==> src/sv/fdtx_pkg.sv <==
// Shared types, constants and codes for the MAC transmit pause control block.
`default_nettype none
package fdtx_pkg;

  // Queue and timer dimensions.
  localparam int QUEUE_DEPTH        = 64;
  localparam int PAUSE_QUANTUM_BITS = 512;
  localparam int PAUSE_SHIFT        = $clog2(PAUSE_QUANTUM_BITS);
  localparam int WAIT_W             = 7;
  localparam int QUANTA_W           = 16;
  localparam int CNT_W              = QUANTA_W + PAUSE_SHIFT;
  localparam int GAP_W              = 10;
  localparam int BPT_W              = 7;

  // Configuration port dimensions and reset values.
  localparam int CFG_DATA_W         = 32;
  localparam int CFG_ADDR_W         = 4;
  localparam logic [GAP_W-1:0] GAP_RESET = GAP_W'(96);
  localparam logic [BPT_W-1:0] BPT_RESET = BPT_W'(1);

  // Register indexes on the configuration port.
  typedef enum logic [1:0] {
    REG_LINK_UP       = 2'd0,
    REG_GAP_BIT_TIMES = 2'd1,
    REG_BITS_PER_TICK = 2'd2,
    REG_UNUSED        = 2'd3
  } reg_idx_t;

  // Input event codes.
  typedef enum logic [1:0] {
    ACT_ENQUEUE = 2'd0,
    ACT_DONE    = 2'd1,
    ACT_PAUSE   = 2'd2,
    ACT_TICK    = 2'd3
  } action_t;

  // Transmitter modes.
  typedef enum logic [1:0] {
    MODE_IDLE  = 2'd0,
    MODE_TX    = 2'd1,
    MODE_GAP   = 2'd2,
    MODE_PAUSE = 2'd3
  } mode_t;

  typedef struct packed {
    logic             link_up;
    logic [GAP_W-1:0] gap_bit_times;
    logic [BPT_W-1:0] bits_per_tick;
  } cfg_t;

  typedef struct packed {
    action_t             action;
    logic [QUANTA_W-1:0] pause_quanta;
  } item_t;

  typedef struct packed {
    mode_t               mode;
    logic [WAIT_W-1:0]   waiting_count;
    logic [QUANTA_W-1:0] pending_quanta;
    logic [CNT_W-1:0]    countdown;
  } tx_st_t;

  typedef struct packed {
    mode_t             tx_state;
    logic              start_frame;
    logic              frame_refused;
    logic              event_error;
    logic [WAIT_W-1:0] frames_waiting;
  } result_t;

endpackage
`default_nettype wire

==> src/sv/fdtx_if.sv <==
// Valid/ready channel interfaces for event items and result items.
`default_nettype none
interface fdtx_in_if;
  import fdtx_pkg::*;
  logic                valid;
  logic                ready;
  logic [1:0]          action;
  logic [QUANTA_W-1:0] pause_quanta;

  modport source (output valid, action, pause_quanta, input ready);
  modport sink   (input valid, action, pause_quanta, output ready);
endinterface

interface fdtx_out_if;
  import fdtx_pkg::*;
  logic              valid;
  logic              ready;
  logic [1:0]        tx_state;
  logic              start_frame;
  logic              frame_refused;
  logic              event_error;
  logic [WAIT_W-1:0] frames_waiting;

  modport source (output valid, tx_state, start_frame, frame_refused, event_error,
                  frames_waiting, input ready);
  modport sink   (input valid, tx_state, start_frame, frame_refused, event_error,
                  frames_waiting, output ready);
endinterface
`default_nettype wire

==> src/sv/fdtx_cfg_regs.sv <==
// APB-style configuration registers: link state, gap length and tick size.
`default_nettype none
module fdtx_cfg_regs (
  input  wire logic                            clk,
  input  wire logic                            rst_n,
  input  wire logic                            cfg_psel,
  input  wire logic                            cfg_penable,
  input  wire logic                            cfg_pwrite,
  input  wire logic [fdtx_pkg::CFG_ADDR_W-1:0] cfg_paddr,
  input  wire logic [fdtx_pkg::CFG_DATA_W-1:0] cfg_pwdata,
  output logic      [fdtx_pkg::CFG_DATA_W-1:0] cfg_prdata,
  output logic                                 cfg_pready,
  output fdtx_pkg::cfg_t                       cfg
);
  import fdtx_pkg::*;

  cfg_t     cfg_r;
  logic     wr_en;
  reg_idx_t idx;

  assign cfg_pready = 1'b1;
  assign wr_en      = cfg_psel && cfg_penable && cfg_pwrite;
  assign idx        = reg_idx_t'(cfg_paddr[3:2]);
  assign cfg        = cfg_r;

  // Register writes in the access phase.
  always_ff @(posedge clk) begin
    if (!rst_n) begin
      cfg_r.link_up       <= 1'b1;
      cfg_r.gap_bit_times <= GAP_RESET;
      cfg_r.bits_per_tick <= BPT_RESET;
    end else if (wr_en) begin
      unique case (idx)
        REG_LINK_UP:       cfg_r.link_up       <= cfg_pwdata[0];
        REG_GAP_BIT_TIMES: cfg_r.gap_bit_times <= cfg_pwdata[GAP_W-1:0];
        REG_BITS_PER_TICK: cfg_r.bits_per_tick <= cfg_pwdata[BPT_W-1:0];
        REG_UNUSED:        ;
      endcase
    end
  end

  // Read data mux.
  always_comb begin
    unique case (idx)
      REG_LINK_UP:       cfg_prdata = CFG_DATA_W'(cfg_r.link_up);
      REG_GAP_BIT_TIMES: cfg_prdata = CFG_DATA_W'(cfg_r.gap_bit_times);
      REG_BITS_PER_TICK: cfg_prdata = CFG_DATA_W'(cfg_r.bits_per_tick);
      REG_UNUSED:        cfg_prdata = '0;
    endcase
  end

endmodule
`default_nettype wire

==> src/sv/fdtx_step.sv <==
// Next-state and result logic for one event item of the transmit controller.
`default_nettype none
module fdtx_step (
  input  wire fdtx_pkg::cfg_t   cfg,
  input  wire fdtx_pkg::tx_st_t st,
  input  wire fdtx_pkg::item_t  item,
  output fdtx_pkg::tx_st_t      st_nxt,
  output fdtx_pkg::result_t     res
);
  import fdtx_pkg::*;

  logic [CNT_W-1:0] step_bits;
  logic [CNT_W-1:0] pause_len;
  logic [CNT_W-1:0] pending_len;
  logic             started;
  logic             refused;
  logic             error;
  logic             q_zero;

  assign step_bits   = CNT_W'(cfg.bits_per_tick);
  assign pause_len   = CNT_W'(item.pause_quanta) << PAUSE_SHIFT;
  assign pending_len = CNT_W'(st.pending_quanta) << PAUSE_SHIFT;
  assign q_zero      = (item.pause_quanta == '0);

  always_comb begin
    st_nxt  = st;
    started = 1'b0;
    refused = 1'b0;
    error   = 1'b0;
    case (item.action)
      // Refused if link down or queue full; else starts when idle or joins the queue.
      ACT_ENQUEUE: begin
        if (!cfg.link_up || st.waiting_count >= WAIT_W'(QUEUE_DEPTH)) begin
          refused = 1'b1;
        end else if (st.mode == MODE_IDLE) begin
          started     = 1'b1;
          st_nxt.mode = MODE_TX;
        end else begin
          st_nxt.waiting_count = st.waiting_count + 1'b1;
        end
      end
      // End of frame (error outside TX): apply a stored pause, else wait out the gap.
      ACT_DONE: begin
        if (st.mode != MODE_TX) begin
          error = 1'b1;
        end else if (st.pending_quanta != '0) begin
          st_nxt.countdown      = pending_len;
          st_nxt.mode           = MODE_PAUSE;
          st_nxt.pending_quanta = '0;
        end else begin
          st_nxt.countdown = CNT_W'(cfg.gap_bit_times);
          st_nxt.mode      = MODE_GAP;
        end
      end
      // PAUSE request: start, restart, end, or store for later.
      ACT_PAUSE: begin
        if (st.mode == MODE_IDLE) begin
          if (!q_zero) begin
            st_nxt.countdown = pause_len;
            st_nxt.mode      = MODE_PAUSE;
          end
        end else if (st.mode == MODE_PAUSE) begin
          if (q_zero) begin
            if (st.waiting_count != '0) begin
              st_nxt.waiting_count = st.waiting_count - 1'b1;
              st_nxt.mode          = MODE_TX;
              started              = 1'b1;
            end else begin
              st_nxt.mode = MODE_IDLE;
            end
          end else begin
            st_nxt.countdown = pause_len;
          end
        end else begin
          st_nxt.pending_quanta = item.pause_quanta;
        end
      end
      // Tick: wear down the gap or pause timer, launch on expiry.
      ACT_TICK: begin
        if (st.mode == MODE_GAP || st.mode == MODE_PAUSE) begin
          if (st.countdown <= step_bits) begin
            st_nxt.countdown = '0;
            if (st.waiting_count != '0) begin
              st_nxt.waiting_count = st.waiting_count - 1'b1;
              st_nxt.mode          = MODE_TX;
              started              = 1'b1;
            end else begin
              st_nxt.mode = MODE_IDLE;
            end
          end else begin
            st_nxt.countdown = st.countdown - step_bits;
          end
        end
      end
    endcase
  end

  assign res.tx_state       = st_nxt.mode;
  assign res.start_frame    = started;
  assign res.frame_refused  = refused;
  assign res.event_error    = error;
  assign res.frames_waiting = st_nxt.waiting_count;

endmodule
`default_nettype wire

==> src/sv/full_duplex_mac_tx_pause_control_core.sv <==
// Top level of the full-duplex MAC transmit control with PAUSE handling.
// An accepted item goes from the input register to the result register, one
// item per cycle unless out_chan stalls. The registers each hold one item,
// and the state updates as an item moves between them.
// Reset (rst_n low, synchronous): idle, empty queue, no stored pause, timer
// zero; link up, 96-bit gap, one bit time per tick. No clearing pass.
`default_nettype none
module full_duplex_mac_tx_pause_control_core (
  input  wire logic                            clk,
  input  wire logic                            rst_n,
  fdtx_in_if.sink                              in_chan,
  fdtx_out_if.source                           out_chan,
  input  wire logic                            cfg_psel,
  input  wire logic                            cfg_penable,
  input  wire logic                            cfg_pwrite,
  input  wire logic [fdtx_pkg::CFG_ADDR_W-1:0] cfg_paddr,
  input  wire logic [fdtx_pkg::CFG_DATA_W-1:0] cfg_pwdata,
  output logic      [fdtx_pkg::CFG_DATA_W-1:0] cfg_prdata,
  output logic                                 cfg_pready
);
  import fdtx_pkg::*;

  cfg_t    cfg;
  item_t   in_r;
  logic    in_v_r;
  result_t out_r;
  logic    out_v_r;
  tx_st_t  st_r;
  tx_st_t  st_nxt;
  result_t res;
  logic    advance;
  logic    in_take;

  fdtx_cfg_regs u_cfg (
    .clk         (clk),
    .rst_n       (rst_n),
    .cfg_psel    (cfg_psel),
    .cfg_penable (cfg_penable),
    .cfg_pwrite  (cfg_pwrite),
    .cfg_paddr   (cfg_paddr),
    .cfg_pwdata  (cfg_pwdata),
    .cfg_prdata  (cfg_prdata),
    .cfg_pready  (cfg_pready),
    .cfg         (cfg)
  );

  fdtx_step u_step (
    .cfg    (cfg),
    .st     (st_r),
    .item   (in_r),
    .st_nxt (st_nxt),
    .res    (res)
  );

  // Pipeline flow: the input register drains into the result register.
  assign advance       = in_v_r && (!out_v_r || out_chan.ready);
  assign in_chan.ready = !in_v_r || advance;
  assign in_take       = in_chan.valid && in_chan.ready;

  // Input register.
  always_ff @(posedge clk) begin
    if (!rst_n) begin
      in_v_r <= 1'b0;
    end else if (in_chan.ready) begin
      in_v_r <= in_chan.valid;
    end
  end

  always_ff @(posedge clk) begin
    if (in_take) begin
      in_r.action       <= action_t'(in_chan.action);
      in_r.pause_quanta <= in_chan.pause_quanta;
    end
  end

  // Controller state advances once per item.
  always_ff @(posedge clk) begin
    if (!rst_n) begin
      st_r.mode           <= MODE_IDLE;
      st_r.waiting_count  <= '0;
      st_r.pending_quanta <= '0;
      st_r.countdown      <= '0;
    end else if (advance) begin
      st_r <= st_nxt;
    end
  end

  // Result register.
  always_ff @(posedge clk) begin
    if (!rst_n) begin
      out_v_r <= 1'b0;
    end else if (advance) begin
      out_v_r <= 1'b1;
    end else if (out_chan.ready) begin
      out_v_r <= 1'b0;
    end
  end

  always_ff @(posedge clk) begin
    if (advance) begin
      out_r <= res;
    end
  end

  assign out_chan.valid          = out_v_r;
  assign out_chan.tx_state       = out_r.tx_state;
  assign out_chan.start_frame    = out_r.start_frame;
  assign out_chan.frame_refused  = out_r.frame_refused;
  assign out_chan.event_error    = out_r.event_error;
  assign out_chan.frames_waiting = out_r.frames_waiting;

`ifndef NO_ASSERTIONS
  // An idle transmitter never has frames left in the queue.
  a_idle_empty: assert property (@(posedge clk) disable iff (!rst_n)
    st_r.mode == MODE_IDLE |-> st_r.waiting_count == '0)
    else $error("idle with frames waiting");

  // The queue count never exceeds its depth.
  a_queue_bound: assert property (@(posedge clk) disable iff (!rst_n)
    st_r.waiting_count <= WAIT_W'(QUEUE_DEPTH))
    else $error("queue count above depth");

  // A started frame leaves the transmitter in the transmitting state.
  a_start_tx: assert property (@(posedge clk) disable iff (!rst_n)
    out_v_r && out_r.start_frame |-> out_r.tx_state == MODE_TX)
    else $error("frame start outside transmitting state");

  // An item moved out of the input register shows up as a result next cycle.
  a_advance_out: assert property (@(posedge clk) disable iff (!rst_n)
    advance |=> out_v_r)
    else $error("result lost after advance");
`endif

endmodule
`default_nettype wire
==> src/flat_wrapper.sv <==
// flat-port wrapper written by rule: the top's interface ports become plain ports
module full_duplex_mac_tx_pause_control_core_flat import fdtx_pkg::*;
  (clk, rst_n, cfg_psel, cfg_penable, cfg_pwrite, cfg_paddr, cfg_pwdata, cfg_prdata, cfg_pready, in_chan_valid, in_chan_action, in_chan_pause_quanta, in_chan_ready, out_chan_valid, out_chan_tx_state, out_chan_start_frame, out_chan_frame_refused, out_chan_event_error, out_chan_frames_waiting, out_chan_ready);
  fdtx_in_if in_chan_i ();
  fdtx_out_if out_chan_i ();
  input  wire logic clk;
  input  wire logic rst_n;
  input  wire logic cfg_psel;
  input  wire logic cfg_penable;
  input  wire logic cfg_pwrite;
  input  wire logic [fdtx_pkg::CFG_ADDR_W-1:0] cfg_paddr;
  input  wire logic [fdtx_pkg::CFG_DATA_W-1:0] cfg_pwdata;
  output logic      [fdtx_pkg::CFG_DATA_W-1:0] cfg_prdata;
  output logic cfg_pready;
  input wire logic [$bits(in_chan_i.valid)-1:0] in_chan_valid;
  input wire logic [$bits(in_chan_i.action)-1:0] in_chan_action;
  input wire logic [$bits(in_chan_i.pause_quanta)-1:0] in_chan_pause_quanta;
  output wire logic [$bits(in_chan_i.ready)-1:0] in_chan_ready;
  output wire logic [$bits(out_chan_i.valid)-1:0] out_chan_valid;
  output wire logic [$bits(out_chan_i.tx_state)-1:0] out_chan_tx_state;
  output wire logic [$bits(out_chan_i.start_frame)-1:0] out_chan_start_frame;
  output wire logic [$bits(out_chan_i.frame_refused)-1:0] out_chan_frame_refused;
  output wire logic [$bits(out_chan_i.event_error)-1:0] out_chan_event_error;
  output wire logic [$bits(out_chan_i.frames_waiting)-1:0] out_chan_frames_waiting;
  input wire logic [$bits(out_chan_i.ready)-1:0] out_chan_ready;
  assign in_chan_i.valid = in_chan_valid;
  assign in_chan_i.action = in_chan_action;
  assign in_chan_i.pause_quanta = in_chan_pause_quanta;
  assign in_chan_ready = in_chan_i.ready;
  assign out_chan_valid = out_chan_i.valid;
  assign out_chan_tx_state = out_chan_i.tx_state;
  assign out_chan_start_frame = out_chan_i.start_frame;
  assign out_chan_frame_refused = out_chan_i.frame_refused;
  assign out_chan_event_error = out_chan_i.event_error;
  assign out_chan_frames_waiting = out_chan_i.frames_waiting;
  assign out_chan_i.ready = out_chan_ready;
  full_duplex_mac_tx_pause_control_core u_core (.clk(clk), .rst_n(rst_n), .in_chan(in_chan_i), .out_chan(out_chan_i), .cfg_psel(cfg_psel), .cfg_penable(cfg_penable), .cfg_pwrite(cfg_pwrite), .cfg_paddr(cfg_paddr), .cfg_pwdata(cfg_pwdata), .cfg_prdata(cfg_prdata), .cfg_pready(cfg_pready));
endmodule
==> config.mk <==
export PLATFORM = sky130hd
export DESIGN_NAME = full_duplex_mac_tx_pause_control_core_flat
export DESIGN_NICKNAME = d
export VERILOG_FILES = /design/src/sv/fdtx_pkg.sv /design/src/sv/fdtx_if.sv /design/src/sv/fdtx_cfg_regs.sv /design/src/sv/fdtx_step.sv /design/src/sv/full_duplex_mac_tx_pause_control_core.sv /design/src/flat_wrapper.sv
export SDC_FILE = /design/constraint.sdc
export NUM_CORES = 1
export LEC_CHECK = 0
export BUFFER_PORTS_ARGS = -buffer_cell sky130_fd_sc_hd__buf_2
export CAP_MARGIN = 20
export CORE_ASPECT_RATIO = 2
export CORE_MARGIN = 1.5
export CORE_UTILIZATION = 56
export DETAILED_ROUTE_END_ITERATION = 12
export GPL_TIMING_DRIVEN = 0
export PLACE_DENSITY_LB_ADDON = 0.2
export SYNTH_ARGS = -nofsm -noshare
export SYNTH_HDL_FRONTEND = slang
export SYNTH_SLANG_ARGS = --single-unit
==> constraint.sdc <==
create_clock -name clk -period 4 [get_ports clk]
set_clock_uncertainty 0.1 [all_clocks]
set_input_delay 0.8 -clock clk [delete_from_list [all_inputs] [get_ports clk]]
set_output_delay 0.8 -clock clk [all_outputs]
set_load 0.03 [all_outputs]
# Yosys cells after proc, flatten, opt, wreduce, memory -nomap -nowiden
# Cells that the tools add are included.
# totals
ff_bits	100
elab_cells	102
input_bits	61
# op_classes
n_reduce_logical	25
eq_ne	15
order_cmp	2
muxes	41
add_sub_neg	3
# ops
cell	n
25-bit 2-to-1 mux	6
32-bit case mux with 4 select lines	1
25-bit case mux with 3 select lines	1
9-bit 2-to-1 mux	5
41-bit 2-to-1 mux	1
16-bit 2-to-1 mux	2
16-bit case mux with 2 select lines	1
25-bit by 7-bit less-or-equal comparator with 1-bit output	1
25-bit by 7-bit subtractor with 25-bit output	1
23-bit 2-to-1 mux	1
7-bit case mux with 3 select lines	1
16-bit zero test	1
16-bit nonzero test	1
1-bit 2-to-1 mux	14
7-bit 2-to-1 mux	2
2-bit == test, second input constant	6
2-bit inequality test, second input constant	5
2-bit 2-to-1 mux	4
2-bit case mux with 4 select lines	1
7-bit by 1-bit adder with 7-bit output, second input constant	1
7-bit greater-or-equal comparator, second input constant	1
7-bit nonzero test	1
7-bit by 1-bit subtractor with 7-bit output, second input constant	1
2-bit zero test	3
other kinds (12)	24

# Logic depth before layout (Yosys ltp)
# Gate-level depths: netlist (run 1).
# depth
ltp_word	6
mapped_depth	12
mapped_depth_nobuf	11

# By module
# Synthesis (run 1) repeated with hierarchy kept, for this count alone.
# hier_totals
cells_unflattened	784
hier_area_um2	6741.5
# by_module_without_submodules
module	area_per_inst_um2	seq_area_each_um2	n_inst	cells_each
full_duplex_mac_tx_pause_control_core	3032.9	1941.9	1	256
fdtx_step	2650.0	0.0	1	408
fdtx_cfg_regs	1058.5	360.3	1	120

# Least setup slack after synthesis (run 1)
# Ideal clock, no wire load.
# synth_path
path_type	reg-to-reg
from	register u_core.u_cfg.cfg_r, in the netlist u_core.u_cfg.cfg[6]
to	register u_core.out_r, in the netlist u_core.out_chan.frames_waiting[2] (data pin)
arrival_time_ps	2795
synth_period_minus_slack_ps	3151
slack_ps	849
required_time_ps	3644
stages_incl_launch_ff	12
cell_sequence	dfxtp_1 inv_1 ha_1 clkbuf_1 a2111o_1 a2111oi_0 nand3_1 and3_4 buf_6 or4_4 nand2_1 nand2_1
# synth_rtl
item	line	text
from (decl)	fdtx_cfg_regs.sv:17	cfg_t cfg_r;
to (signal assigned)	full_duplex_mac_tx_pause_control_core.sv:101	out_r <= res;
to (decl)	full_duplex_mac_tx_pause_control_core.sv:26	result_t out_r;

==> results of run 1 <==
[cell type report]
cell class	instances	share of cell area
Sequential cell	100	0.353
Clock buffer	10	0.0384
Antenna cell	1	0.000384
Inverter	22	0.0127
Buffer	58	0.0481
Clock inverter	6	0.0119
Multi-Input combinational cell	483	0.461
Tap cell	132	0.0253
Timing Repair Buffer	62	0.0493
[critical path, delay by kind of cell, from the launching register on]
family          cells  cell delay [ns]
flops               1             0.35
fa+ha+maj           1             0.26
buf+inv             2             0.24
simple gates        3             0.76
compound gates      4             1.61
[sequential cells by signal, indices dropped and copies added, names as in the netlist]
signal / flops
u_core.out_chan.tx_state: 2
u_core.out_chan.frames_waiting: 7
u_core.in_v_r: 1
u_core.in_r: 18
u_core.st_r: 50
u_core.out_chan.event_error: 1
u_core.out_chan.valid: 1
u_core.out_chan.start_frame: 1
u_core.u_cfg.cfg: 18
u_core.out_chan.frame_refused: 1
[cells by family (layout without fill, tap and decap cells)]
group,after synthesis,count (layout),synth area share
xor gates and xnor gates,6,6,0.00934
and+or+nand+nor,227,227,0.211
DFF,100,100,0.409
other,2,24,0.00133
buffers and inverters,80,158,0.0705
adders and majority gates,15,15,0.0347
AOI/OAI and AO/OA,201,201,0.244
muxes,11,11,0.0200
[synthesized netlist by cell type, types with 3 or more instances]
library cell	count	share of area
sky130_fd_sc_hd__a21o_1	6	0.0080
sky130_fd_sc_hd__o21a_1	5	0.0067
sky130_fd_sc_hd__a211oi_1	3	0.0040
sky130_fd_sc_hd__a21boi_0	8	0.011
sky130_fd_sc_hd__a21oi_1	34	0.030
sky130_fd_sc_hd__a222oi_1	3	0.0053
sky130_fd_sc_hd__mux2i_1	9	0.016
sky130_fd_sc_hd__nor2b_1	28	0.031
sky130_fd_sc_hd__a221oi_1	12	0.019
sky130_fd_sc_hd__or4_1	4	0.0053
sky130_fd_sc_hd__nand2b_1	3	0.0033
sky130_fd_sc_hd__a21boi_1	3	0.0040
sky130_fd_sc_hd__nand2_1	65	0.043
sky130_fd_sc_hd__and3_1	3	0.0033
sky130_fd_sc_hd__a32o_1	3	0.0053
sky130_fd_sc_hd__nor2_1	35	0.023
sky130_fd_sc_hd__nand4_1	5	0.0056
sky130_fd_sc_hd__a31oi_1	5	0.0056
sky130_fd_sc_hd__nor3b_1	4	0.0053
sky130_fd_sc_hd__edfxtp_1	30	0.16
sky130_fd_sc_hd__o22ai_1	10	0.011
sky130_fd_sc_hd__nand3_1	16	0.014
sky130_fd_sc_hd__o21ai_0	37	0.033
sky130_fd_sc_hd__dfxtp_1	70	0.25
sky130_fd_sc_hd__inv_1	22	0.015
sky130_fd_sc_hd__clkbuf_1	28	0.019
sky130_fd_sc_hd__and2_1	9	0.010
sky130_fd_sc_hd__and4_1	3	0.0047
sky130_fd_sc_hd__o21ai_1	8	0.0071
sky130_fd_sc_hd__xor2_1	4	0.0062
sky130_fd_sc_hd__nor3_1	17	0.015
sky130_fd_sc_hd__a22oi_1	18	0.024
sky130_fd_sc_hd__nor4_1	14	0.016
sky130_fd_sc_hd__buf_1	4	0.0027
sky130_fd_sc_hd__o31ai_1	4	0.0053
sky130_fd_sc_hd__or3_1	6	0.0067
sky130_fd_sc_hd__ha_1	14	0.031
sky130_fd_sc_hd__nand3b_1	3	0.0040
sky130_fd_sc_hd__buf_4	23	0.031
sky130_fd_sc_hd__a22o_1	11	0.017
sky130_fd_sc_hd__o211ai_1	9	0.012
[power groups by stage]
| stage | Clock (uW) | Combinational [uW] | Sequential (uW) |
|---|---|---|---|
| finish | 937 | 492 | 1100 |
| global route | 985 | 529 | 1100 |
| CTS | 952 | 479 | 1100 |
| detailed placement | 0 | 476 | 1120 |
| global placement | 0 | 468 | 1120 |
| floorplan | 0 | 325 | 1130 |
[routing by layer]
layer | vias to the layer above | GRT usage
met4 | 0 | 0.228
met2 | 280 | 0.608
met5 | - | 0
met3 | 76 | 0.0616
met1 | 2578 | 0.316
li1 | 2542 | -
[stage by stage]
| stage | hold slack [ns] | instances |
|---|---|---|
| finish | 0.393 | 874 |
| global route | 0.413 | 873 |
| CTS | 0.392 | 872 |
| detailed placement | 0.381 | 856 |
| global placement | 0.373 | 854 |
| floorplan | 0.348 | 663 |
[how the worst min path moves through the flow]
stage                              start              endpoint  slack [ns]
floorplan                u_core.st_r[24]       u_core.st_r[24]        0.35
global placement     u_core.u_cfg.cfg[8]   u_core.u_cfg.cfg[8]        0.37
detailed placement       u_core.st_r[19]       u_core.st_r[19]        0.38
CTS                      u_core.st_r[19]       u_core.st_r[19]        0.39
global route         u_core.u_cfg.cfg[9]   u_core.u_cfg.cfg[9]        0.41
finish              u_core.u_cfg.cfg[15]  u_core.u_cfg.cfg[15]        0.39
==> results.txt, run 1 <==
----------------------------------------------------
[Outcome]
  Status ... complete, no violations

[Drt]
  M1 wire length ... around 5700 um
  Via count normalized by instance count ... approximately 6.3
  Number of antenna-violating nets in the routed design ... 0
  DRT iter0 DRCs ... 568
  Total via count in the routed design ... 5,476
  WL met2 ... 9340 um
  Final WL ... 17,200 um
  Remaining DRCs ... 0
  Routed length per placed instance ... about 20 um
  Number of iterations in the first detailed-routing pass ... 6
  Highest signal layer in the routed design ... met4
  Total length of routed met3 wires ... between 1000 and 1500 um

[Floorplanning]
  Ports placed on the boundary ... between 100 and 150
  Core Area ... 9760 sq um
  Number of rows created at floorplan ... 51
  Chip height ... 145 um
  Horiz. Die Dim ... 73.9 um
  DIE AREA ... 10,700 sq um
  Starting density of the core ... 0.577

[Power and ir drop]
  Max VDD drop ... 338 uV
  Total net switching power ... between 700 and 800 uW
  Clock Power Share ... 0.370
  Switching part of the total power ... 0.300
  P_leak ... between 0.002 and 0.003 uW
  Register share of total power ... 0.435
  Total internal power ... approximately 1800 uW
  Relative contribution of combinational cells to total power ... 0.195
  Post-layout power ... between 2000 and 3000 uW
  Power density of the placed cells ... 388 nW/um^2

[Timing]
  Highest attainable clock frequency ... 281 MHz
  Setup slack of the critical path after layout ... 0.440 ns
  Part of the cycle the worst path needs ... 0.890
  Pins over their slew limit ... 0
  Pin slew with the least headroom to its limit ... about 1.3 ns
  Unrepaired setup endpoints after global routing ... no
  Worst slew margin ... 0.143
  Setup tns final ... 0 ns
  Fin. Hold Viols ... 0
  Final period demand of the worst path ... 3.56 ns
  Count of endpoints failing setup in the final report ... 0

[Placement]
  Total cell area at the placement stage ... 6180 sq um
  Count of port buffers added during placement ... 59
  Gpl congestion ... around 0.98
  Detailed placement HPWL ... ~13,000 um
  Worst Setup Slack post-DPL ... 0.480 ns

[Hold path]
  Hold WC Path Type ... flop to flop
  Number of cells on the worst hold path ... 2

[Finish]
  Cell area after layout ... 6530 sq um
  Multi-input gate area in the final layout ... roughly 3000 sq um
  Most common cell after layout, fill and taps aside ... sky130_fd_sc_hd__dfxtp_1
  Final cell utilization of the core ... 0.668
  Fraction of final layout cells with drive strength greater than 1 ... 0.154
  Leading cell types in the layout, fill and taps excluded ... 70 x sky130_fd_sc_hd__dfxtp_1, 65 x sky130_fd_sc_hd__nand2_1, 62 x sky130_fd_sc_hd__buf_2, 37 x sky130_fd_sc_hd__o21ai_0, 35 x sky130_fd_sc_hd__nor2_1
  Area delta synth->final ... 15.9%
  Net count, final ... a little over 800
  Total area of sequential cells ... 2300 sq um
  Filler cell count in the final layout ... around 860

[Critical path]
  Crit path DAT ... 3.56 ns
  Source of the critical timing path ... u_core.u_cfg.cfg[6]
  Series of cell instances along the critical path ... inv_1, ha_1, clkbuf_1, a2111oi_0, o21ai_1, nor3_2, o211ai_1, a21oi_1, nand3b_1, nand3_1
  R2R cell count ... 10
  Worst setup slack for register-to-register paths ... ~0.44 ns
  Biggest cell delay along the critical path ... 0.72 ns
  Critical Path Sink ... u_core.out_chan.frames_waiting[1]
  Worst Path Class, Setup ... flop to flop
  Sort of element at the end of the critical path ... flop
  Worst Setup Start Kind ... flop
  Endpoint of the lowest-slack register-to-register path ... u_core.out_chan.frames_waiting[1]
  Worst R2R Start ... u_core.u_cfg.cfg[6]
  Required arrival time at the worst endpoint ... 4.00 ns
  Critical-path cell with the highest stage delay ... sky130_fd_sc_hd__a2111oi_0
  Highest fanout seen on the critical path ... 8

[CTS]
  Clock insertion delay at the later pin of the skew report ... around 0.35 ns
  Clock Tree Buf Depth ... 2
  Number of buffers added to fix hold violations after cts ... 0
  Clock buffers created by TritonCTS ... 9
  Number of clock sinks ... 100
  Post-CTS resize count ... 0
  Root Driver ... sky130_fd_sc_hd__clkbuf_16
  Clock-pin slew on the worst setup and hold paths ... 0.07 ns
  H-Tree Depth ... 3
  CTS tree ... yes
  Setup Buffers After CTS ... 0

[Yosys]
  Mean instance size in the synthesized netlist ... 8.77 sq um
  Synth cell types ... 74
  Proportion of register bits with asynchronous set or reset after synthesis ... 0
  Syn Std Cell Area ... 5630 sq um
  Synth Register Bits ... 100
  Share of the yosys chip area belonging to registers ... 0.409
  Post-synth top flop ... sky130_fd_sc_hd__dfxtp_1
  Cells after Synth ... 642
  Count of yosys warnings during synthesis ... 0
  Count of flip-flops with a built-in enable after synthesis ... 30

[Global routing]
  Maximum number of pins on one net before global-route repair ... 22
  Antenna violations before repair ... 0
  First-pass GRT wire length ... between 20,000 and 30,000 um
  Via count of the first global-routing pass ... 5,448
  Overflow left after global routing ... 0
  Combined global-route utilization of all metal layers ... 0.330

[Flow run]
  MaxCap Viol Count ... 0

----------------------------------------------------
Note: power is estimated with default switching activity, not from simulation.
==> run 2, diff against run 1 <==
--- a/config.mk
+++ b/config.mk
@@ -5,6 +5,7 @@
 export SDC_FILE = /design/constraint.sdc
 export NUM_CORES = 1
 export LEC_CHECK = 0
+export ABC_AREA = 1
 export BUFFER_PORTS_ARGS = -buffer_cell sky130_fd_sc_hd__buf_2
 export CAP_MARGIN = 20
 export CORE_ASPECT_RATIO = 2
@@ -12,7 +13,9 @@
 export CORE_UTILIZATION = 56
 export DETAILED_ROUTE_END_ITERATION = 12
 export GPL_TIMING_DRIVEN = 0
+export HOLD_SLACK_MARGIN = 0.06
 export PLACE_DENSITY_LB_ADDON = 0.2
+export SLEW_MARGIN = 20
 export SYNTH_ARGS = -nofsm -noshare
 export SYNTH_HDL_FRONTEND = slang
 export SYNTH_SLANG_ARGS = --single-unit
==> results.txt, run 2 <==
----------------------------------------------------
[Outcome]
  Status ... complete, no violations

[Power and ir drop]
  Register share of total power ... 0.422
  Total internal power ... 1790 uW
  Power density of the placed cells ... 402 nW/um^2
  Relative contribution of combinational cells to total power ... 0.240
  Post-layout power ... 2670 uW
  Switching part of the total power ... 0.330
  Total net switching power ... just under 900 uW
  Clock Power Share ... 0.338
  Max VDD drop ... about 330 uV
  P_leak ... roughly 0.0031 uW

[Drt]
  Via count normalized by instance count ... 5.49
  DRT iter0 DRCs ... 512
  Remaining DRCs ... 0
  Final WL ... 16,900 um
  Total via count in the routed design ... 5,707
  Number of antenna-violating nets in the routed design ... 0
  Routed length per placed instance ... 16.2 um
  Number of iterations in the first detailed-routing pass ... 5

[Timing]
  Pins over their slew limit ... 0
  Final period demand of the worst path ... about 2.8 ns
  Part of the cycle the worst path needs ... 0.706
  Fin. Hold Viols ... 0
  Unrepaired setup endpoints after global routing ... no
  Pin slew with the least headroom to its limit ... roughly 0.73 ns
  Worst slew margin ... 0.510
  Highest attainable clock frequency ... 354 MHz
  Count of endpoints failing setup in the final report ... 0
  Setup tns final ... 0 ns

[Flow run]
  MaxCap Viol Count ... 0

[Yosys]
  Synth Register Bits ... 100
  Multiplexer area fraction after synthesis ... 0
  Proportion of register bits with asynchronous set or reset after synthesis ... 0
  Area share of the leading cell type in the synthesized netlist ... 0.242
  Compound-gate portion of the synthesized area ... 0.178
  Count leader, synth ... sky130_fd_sc_hd__nand2_1
  Synth top cells by count ... 148 x sky130_fd_sc_hd__nand2_1, 105 x sky130_fd_sc_hd__inv_1, 92 x sky130_fd_sc_hd__a21oi_1, 91 x sky130_fd_sc_hd__nor2_1, 73 x sky130_fd_sc_hd__o21ai_0
  Cell types occupying the most area after synthesis ... sky130_fd_sc_hd__dfxtp_1 24%, sky130_fd_sc_hd__edfxtp_1 16%, sky130_fd_sc_hd__nand2_1 9.6%
  Share of the yosys chip area belonging to registers ... 0.398
  Syn Std Cell Area ... 5780 sq um
  Count of yosys warnings during synthesis ... 0
  Cells after Synth ... between 800 and 900
  Area leader, netlist ... sky130_fd_sc_hd__dfxtp_1
  Post-synth top flop ... sky130_fd_sc_hd__dfxtp_1
  Mean instance size in the synthesized netlist ... 7.17 sq um
  Synth cell types ... 45
  Post-synthesis share of cell area spent on full adders, half adders and majority gates ... 0.0338
  Largest family of logic cells by synthesized area ... simple AND/OR/NAND/NOR gates
  Count of flip-flops with a built-in enable after synthesis ... 30
  Synthesized-area fraction occupied by and/or/nand/nor cells ... 0.247
  Post-synthesis share of cell area spent on xor and xnor gates ... 0.0212

[Critical path]
  Sort of element at the end of the critical path ... flop
  Worst Path Class, Setup ... flop to flop
  Required arrival time at the worst endpoint ... 4.15 ns
  Crit path DAT ... 2.97 ns
  Highest fanout seen on the critical path ... 6
  Worst Setup Start Kind ... flop

[Global routing]
  Combined global-route utilization of all metal layers ... 0.314
  Overflow left after global routing ... 0
  Maximum number of pins on one net before global-route repair ... 22
  First-pass GRT wire length ... 25,800 um
  Antenna violations before repair ... 0
  Via count of the first global-routing pass ... 5,556

[Finish]
  Net count, final ... 975
  Count of antenna diodes in the layout ... 0
  Max FFs per register ... 50
  Area delta synth->final ... 14.9%
  Leading cell types in the layout, fill and taps excluded ... 148 x sky130_fd_sc_hd__nand2_1, 105 x sky130_fd_sc_hd__inv_1, 92 x sky130_fd_sc_hd__a21oi_1, 91 x sky130_fd_sc_hd__nor2_1, 73 x sky130_fd_sc_hd__o21ai_0
  Most common cell after layout, fill and taps aside ... sky130_fd_sc_hd__nand2_1
  Most flop-heavy register ... u_core.st_r
  Fraction of final layout cells with drive strength greater than 1 ... 0.142

[CTS]
  Clock insertion delay at the later pin of the skew report ... 0.35 ns
  Clock buffers created by TritonCTS ... 9
  CTS tree ... yes
  Clock Tree Buf Depth ... 2
  Number of clock sinks ... 100
  Post-CTS resize count ... 0
  Root Driver ... sky130_fd_sc_hd__clkbuf_16
  Setup Buffers After CTS ... 0
  H-Tree Depth ... 3
  Number of buffers added to fix hold violations after cts ... 0
  Clock-pin slew on the worst setup and hold paths ... about 0.07 ns

[Floorplanning]
  Core Area ... 10,100 sq um
  DIE AREA ... around 11,000 sq um
  Number of rows created at floorplan ... 52
  Chip height ... 147 um
  Ports placed on the boundary ... 108
  Starting density of the core ... 0.573
  Horiz. Die Dim ... 74.9 um

[Placement]
  Gpl congestion ... ~0.92
  Count of port buffers added during placement ... 59
  Detailed placement HPWL ... ~13,000 um

[Hold path]
  Hold WC Path Type ... flop to flop

----------------------------------------------------
run 2: kinds of logic after synthesis:
kind of cell               Yosys count
and+or+nand+nor                    330
DFF                                100
other                                2
adders and majority gates           15
xor gates and xnor gates            14
buffers and inverters              156
AOI/OAI and AO/OA                  190
run 2: worst max-delay path: stages (launching register included):
cell and delay, ns:
sky130_fd_sc_hd__dfxtp_1 0.37, sky130_fd_sc_hd__ha_1 0.16, sky130_fd_sc_hd__inv_1 0.10, sky130_fd_sc_hd__fa_1 0.45, sky130_fd_sc_hd__nand2_1 0.09, sky130_fd_sc_hd__o21ai_0 0.17, sky130_fd_sc_hd__nand2_1 0.10, sky130_fd_sc_hd__nand2_1 0.14
sky130_fd_sc_hd__nor2_1 0.38, sky130_fd_sc_hd__nand2_1 0.14, sky130_fd_sc_hd__o21ai_0 0.22, sky130_fd_sc_hd__a22oi_1 0.09, sky130_fd_sc_hd__o21ai_0 0.16, sky130_fd_sc_hd__inv_1 0.05
run 2: worst paths after layout:
path | from | to | slack, ns | cells past startpoint
hold / removal | u_core.st_r[35] | u_core.st_r[35] | 0.38 | 2
setup reg to reg | u_core.u_cfg.cfg[0] | u_core.st_r[14] | 1.17 | 13
setup / recovery | u_core.u_cfg.cfg[0] | u_core.st_r[14] | 1.17 | 13
hold reg to reg | u_core.st_r[35] | u_core.st_r[35] | 0.38 | 2
run 2: area by class of cell:
class / instances / area (sq um)
tap: 135 / 169
fill: 921 / 3440
clock inverter: 7 / 81.3
multi-input combinational: 572 / 2860
clock buffer: 9 / 225
timing repair buffer: 60 / 307
sequential: 100 / 2300
inverter: 111 / 417
buffer: 45 / 279
run 2: stage by stage:
stage	util	hold WS [ns]	setup slack, ns	area (sq um)	instances
finish	0.659	0.380	1.17	6640	1039
global route	0.659	0.406	0.940	6640	1039
CTS	0.658	0.376	1.23	6630	1038
detailed placement	0.627	0.366	0.968	6330	1022
global placement	0.627	0.352	1.01	6330	1022
floorplan	-	0.340	1.38	5860	828
run 2: per-layer routing:
layer / up-vias / track usage / part of all wire
li1: 2808 / - / -
met1: 2578 / 0.308 / 0.36
met2: 257 / 0.573 / 0.54
met3: 64 / 0.0418 / 0.050
met4: 0 / 0.208 / 0.056
met5: - / 0 / 0
run 2: power by group through the flow:
stage | logic (uW) | clock network (uW) | registers, uW
6_report | 639 | 902 | 1130
5_1_grt | 698 | 954 | 1130
4_1_cts | 627 | 913 | 1130
3_5_place_dp | 623 | 0 | 1150
3_3_place_gp | 614 | 0 | 1150
2_1_floorplan | 447 | 0 | 1160
==> run 3, diff against run 2 <==
==> constraint.sdc (replaced) <==
create_clock -name clk -period 2.87 [get_ports clk]
set_clock_uncertainty 0.1 [all_clocks]
set_input_delay 0.574 -clock clk [delete_from_list [all_inputs] [get_ports clk]]
set_output_delay 0.574 -clock clk [all_outputs]
set_load 0.03 [all_outputs]
==> results.txt, run 3 (synthesis gave the netlist of run 2 again) <==
----------------------------------------------------
[Outcome]
  Status ... complete, no violations

[Drt]
  Number of iterations in the first detailed-routing pass ... 8
  DRT iter0 DRCs ... 505
  Total via count in the routed design ... 5,786
  Remaining DRCs ... 0
  Via count normalized by instance count ... roughly 5.6
  Final WL ... ~17,000 um
  Number of antenna-violating nets in the routed design ... 0
  Routed length per placed instance ... 16.3 um

[Placement]
  Gpl congestion ... 0.924
  Worst Setup Slack post-DPL ... 0.0642 ns
  Placed insts ... roughly 1,000
  Detailed placement HPWL ... around 13,000 um
  Count of port buffers added during placement ... 59

[Critical path]
  Biggest cell delay along the critical path ... 0.33 ns
  Series of cell instances along the critical path ... inv_1, ha_1, inv_1, fa_1, nand2_1, o21ai_1, nand2_1, nand2_1, inv_1, nand2_1, xor2_1, o22ai_1, o21ai_0, inv_1
  Worst Setup Start Kind ... flop
  Sort of element at the end of the critical path ... flop
  Endpoint of the lowest-slack register-to-register path ... u_core.st_r[16]
  Critical-path cell with the highest stage delay ... sky130_fd_sc_hd__dfxtp_1
  Crit path DAT ... 2.82 ns
  Worst R2R Start ... u_core.st_r[0]
  Required arrival time at the worst endpoint ... 3.02 ns
  Worst Path Class, Setup ... flop to flop
  Highest fanout seen on the critical path ... 6
  R2R cell count ... 14
  Worst setup slack for register-to-register paths ... 0.20 ns

[CTS]
  H-Tree Depth ... 3
  Number of clock sinks ... 100
  CTS tree ... yes
  Setup Buffers After CTS ... 0
  Number of buffers added to fix hold violations after cts ... 0
  Post-CTS resize count ... 0
  Clock Tree Buf Depth ... 2
  Clock insertion delay at the later pin of the skew report ... 0.36 ns
  Clock-pin slew on the worst setup and hold paths ... 0.07 ns
  Clock buffers created by TritonCTS ... 9
  Root Driver ... sky130_fd_sc_hd__clkbuf_16

[Flow run]
  MaxCap Viol Count ... 0

[Global routing]
  Via count of the first global-routing pass ... 5,556
  Antenna violations before repair ... 0
  Combined global-route utilization of all metal layers ... 0.314
  Maximum number of pins on one net before global-route repair ... 22
  First-pass GRT wire length ... 25,800 um
  Overflow left after global routing ... 0

[Floorplanning]
  Starting density of the core ... 0.573
  DIE AREA ... ~11,000 sq um
  Chip height ... 147 um
  Horiz. Die Dim ... 74.9 um
  Ports placed on the boundary ... between 100 and 150
  Number of rows created at floorplan ... 52
  Core Area ... between 10,000 and 15,000 sq um

[Finish]
  Fraction of final layout cells with drive strength greater than 1 ... 0.143
  Most flop-heavy register ... u_core.st_r
  Leading cell types in the layout, fill and taps excluded ... 148 x sky130_fd_sc_hd__nand2_1, 105 x sky130_fd_sc_hd__inv_1, 92 x sky130_fd_sc_hd__a21oi_1, 90 x sky130_fd_sc_hd__nor2_1, 72 x sky130_fd_sc_hd__o21ai_0
  Most common cell after layout, fill and taps aside ... sky130_fd_sc_hd__nand2_1
  Non-filler cells in the finished layout ... 1,039
  Final cell utilization of the core ... 0.660
  Multi-input gate area in the final layout ... 2870 sq um
  Total area of sequential cells ... 2300 sq um
  Filler cell count in the final layout ... ~920
  Area delta synth->final ... 15.0%
  Max FFs per register ... 50
  Net count, final ... 975
  Count of antenna diodes in the layout ... 0

[Timing]
  Worst slew margin ... 0.504
  Final period demand of the worst path ... 2.67 ns
  Part of the cycle the worst path needs ... 0.930
  Highest attainable clock frequency ... 375 MHz
  Fin. Hold Viols ... 0
  Count of endpoints failing setup in the final report ... 0
  Setup tns final ... 0 ns
  Pins over their slew limit ... 0
  Unrepaired setup endpoints after global routing ... no
  Pin slew with the least headroom to its limit ... 0.744 ns
  Setup slack of the critical path after layout ... 0.202 ns

[Power and ir drop]
  P_leak ... 0.00311 uW
  Register share of total power ... 0.421
  Total net switching power ... 1230 uW
  Post-layout power ... roughly 3700 uW
  Switching part of the total power ... 0.331
  Max VDD drop ... 461 uV
  Power density of the placed cells ... 561 nW/um^2
  Relative contribution of combinational cells to total power ... 0.240
  Clock Power Share ... 0.339
  Total internal power ... 2490 uW

[Hold path]
  Number of cells on the worst hold path ... 1
  Source of the worst hold timing path ... in_chan_pause_quanta[5]
  Worst hold endpoint ... u_core.in_r[5]
  Hold WC Path Type ... input pin to flop

----------------------------------------------------
[run 3: worst max path at each step]
stage / endpoint / start / slack (ns) / depth (start not counted)
final: u_core.st_r[16] / u_core.st_r[0] / 0.20 / 14
after CTS: u_core.st_r[14] / u_core.u_cfg.cfg[0] / 0.11 / 13
after floorplan: u_core.st_r[14] / u_core.u_cfg.cfg[0] / 0.58 / 13
after global routing: u_core.st_r[24] / u_core.in_r[16] / 0.03 / 10
after detailed placement: u_core.st_r[23] / out_chan_ready / 0.06 / 12
after global placement: u_core.st_r[21] / out_chan_ready / 0.11 / 12
[run 3: critical path, delay by kind of cell, from the launching register on]
family,cells,cell delay (ns)
compound gates,3,0.57
simple gates,4,0.55
buf+inv,4,0.41
fa+ha+maj,2,0.41
flops,1,0.33
xor+xnor,1,0.18
[run 3: power groups by stage]
stage,clock network (uW),logic [uW],registers (uW)
2_1_floorplan,0,623,1610
3_3_place_gp,0,856,1600
3_5_place_dp,0,868,1600
4_1_cts,1270,873,1570
5_1_grt,1330,980,1580
6_report,1260,895,1570
[run 3: layout make-up]
class / instances / area share
clock inverter: 7 / 0.0122
timing repair buffer: 60 / 0.0461
inverter: 111 / 0.0626
tap: 135 / 0.0254
sequential: 100 / 0.346
clock buffer: 9 / 0.0339
buffer: 45 / 0.0419
multi-input combinational: 572 / 0.432
[run 3: through the flow]
stage | instance area [sq um] | hold slack (ns)
after floorplan | 5860 | 0.340
after global placement | 6330 | 0.352
after detailed placement | 6330 | 0.366
after CTS | 6630 | 0.289
after global routing | 6650 | 0.289
final | 6650 | 0.286
[run 3: per-layer routing]
metal / global-route usage / wire [um]
met5: 0 / 0
met4: 0.208 / 1110
met3: 0.0418 / 860
met2: 0.573 / 8930
met1: 0.308 / 6000
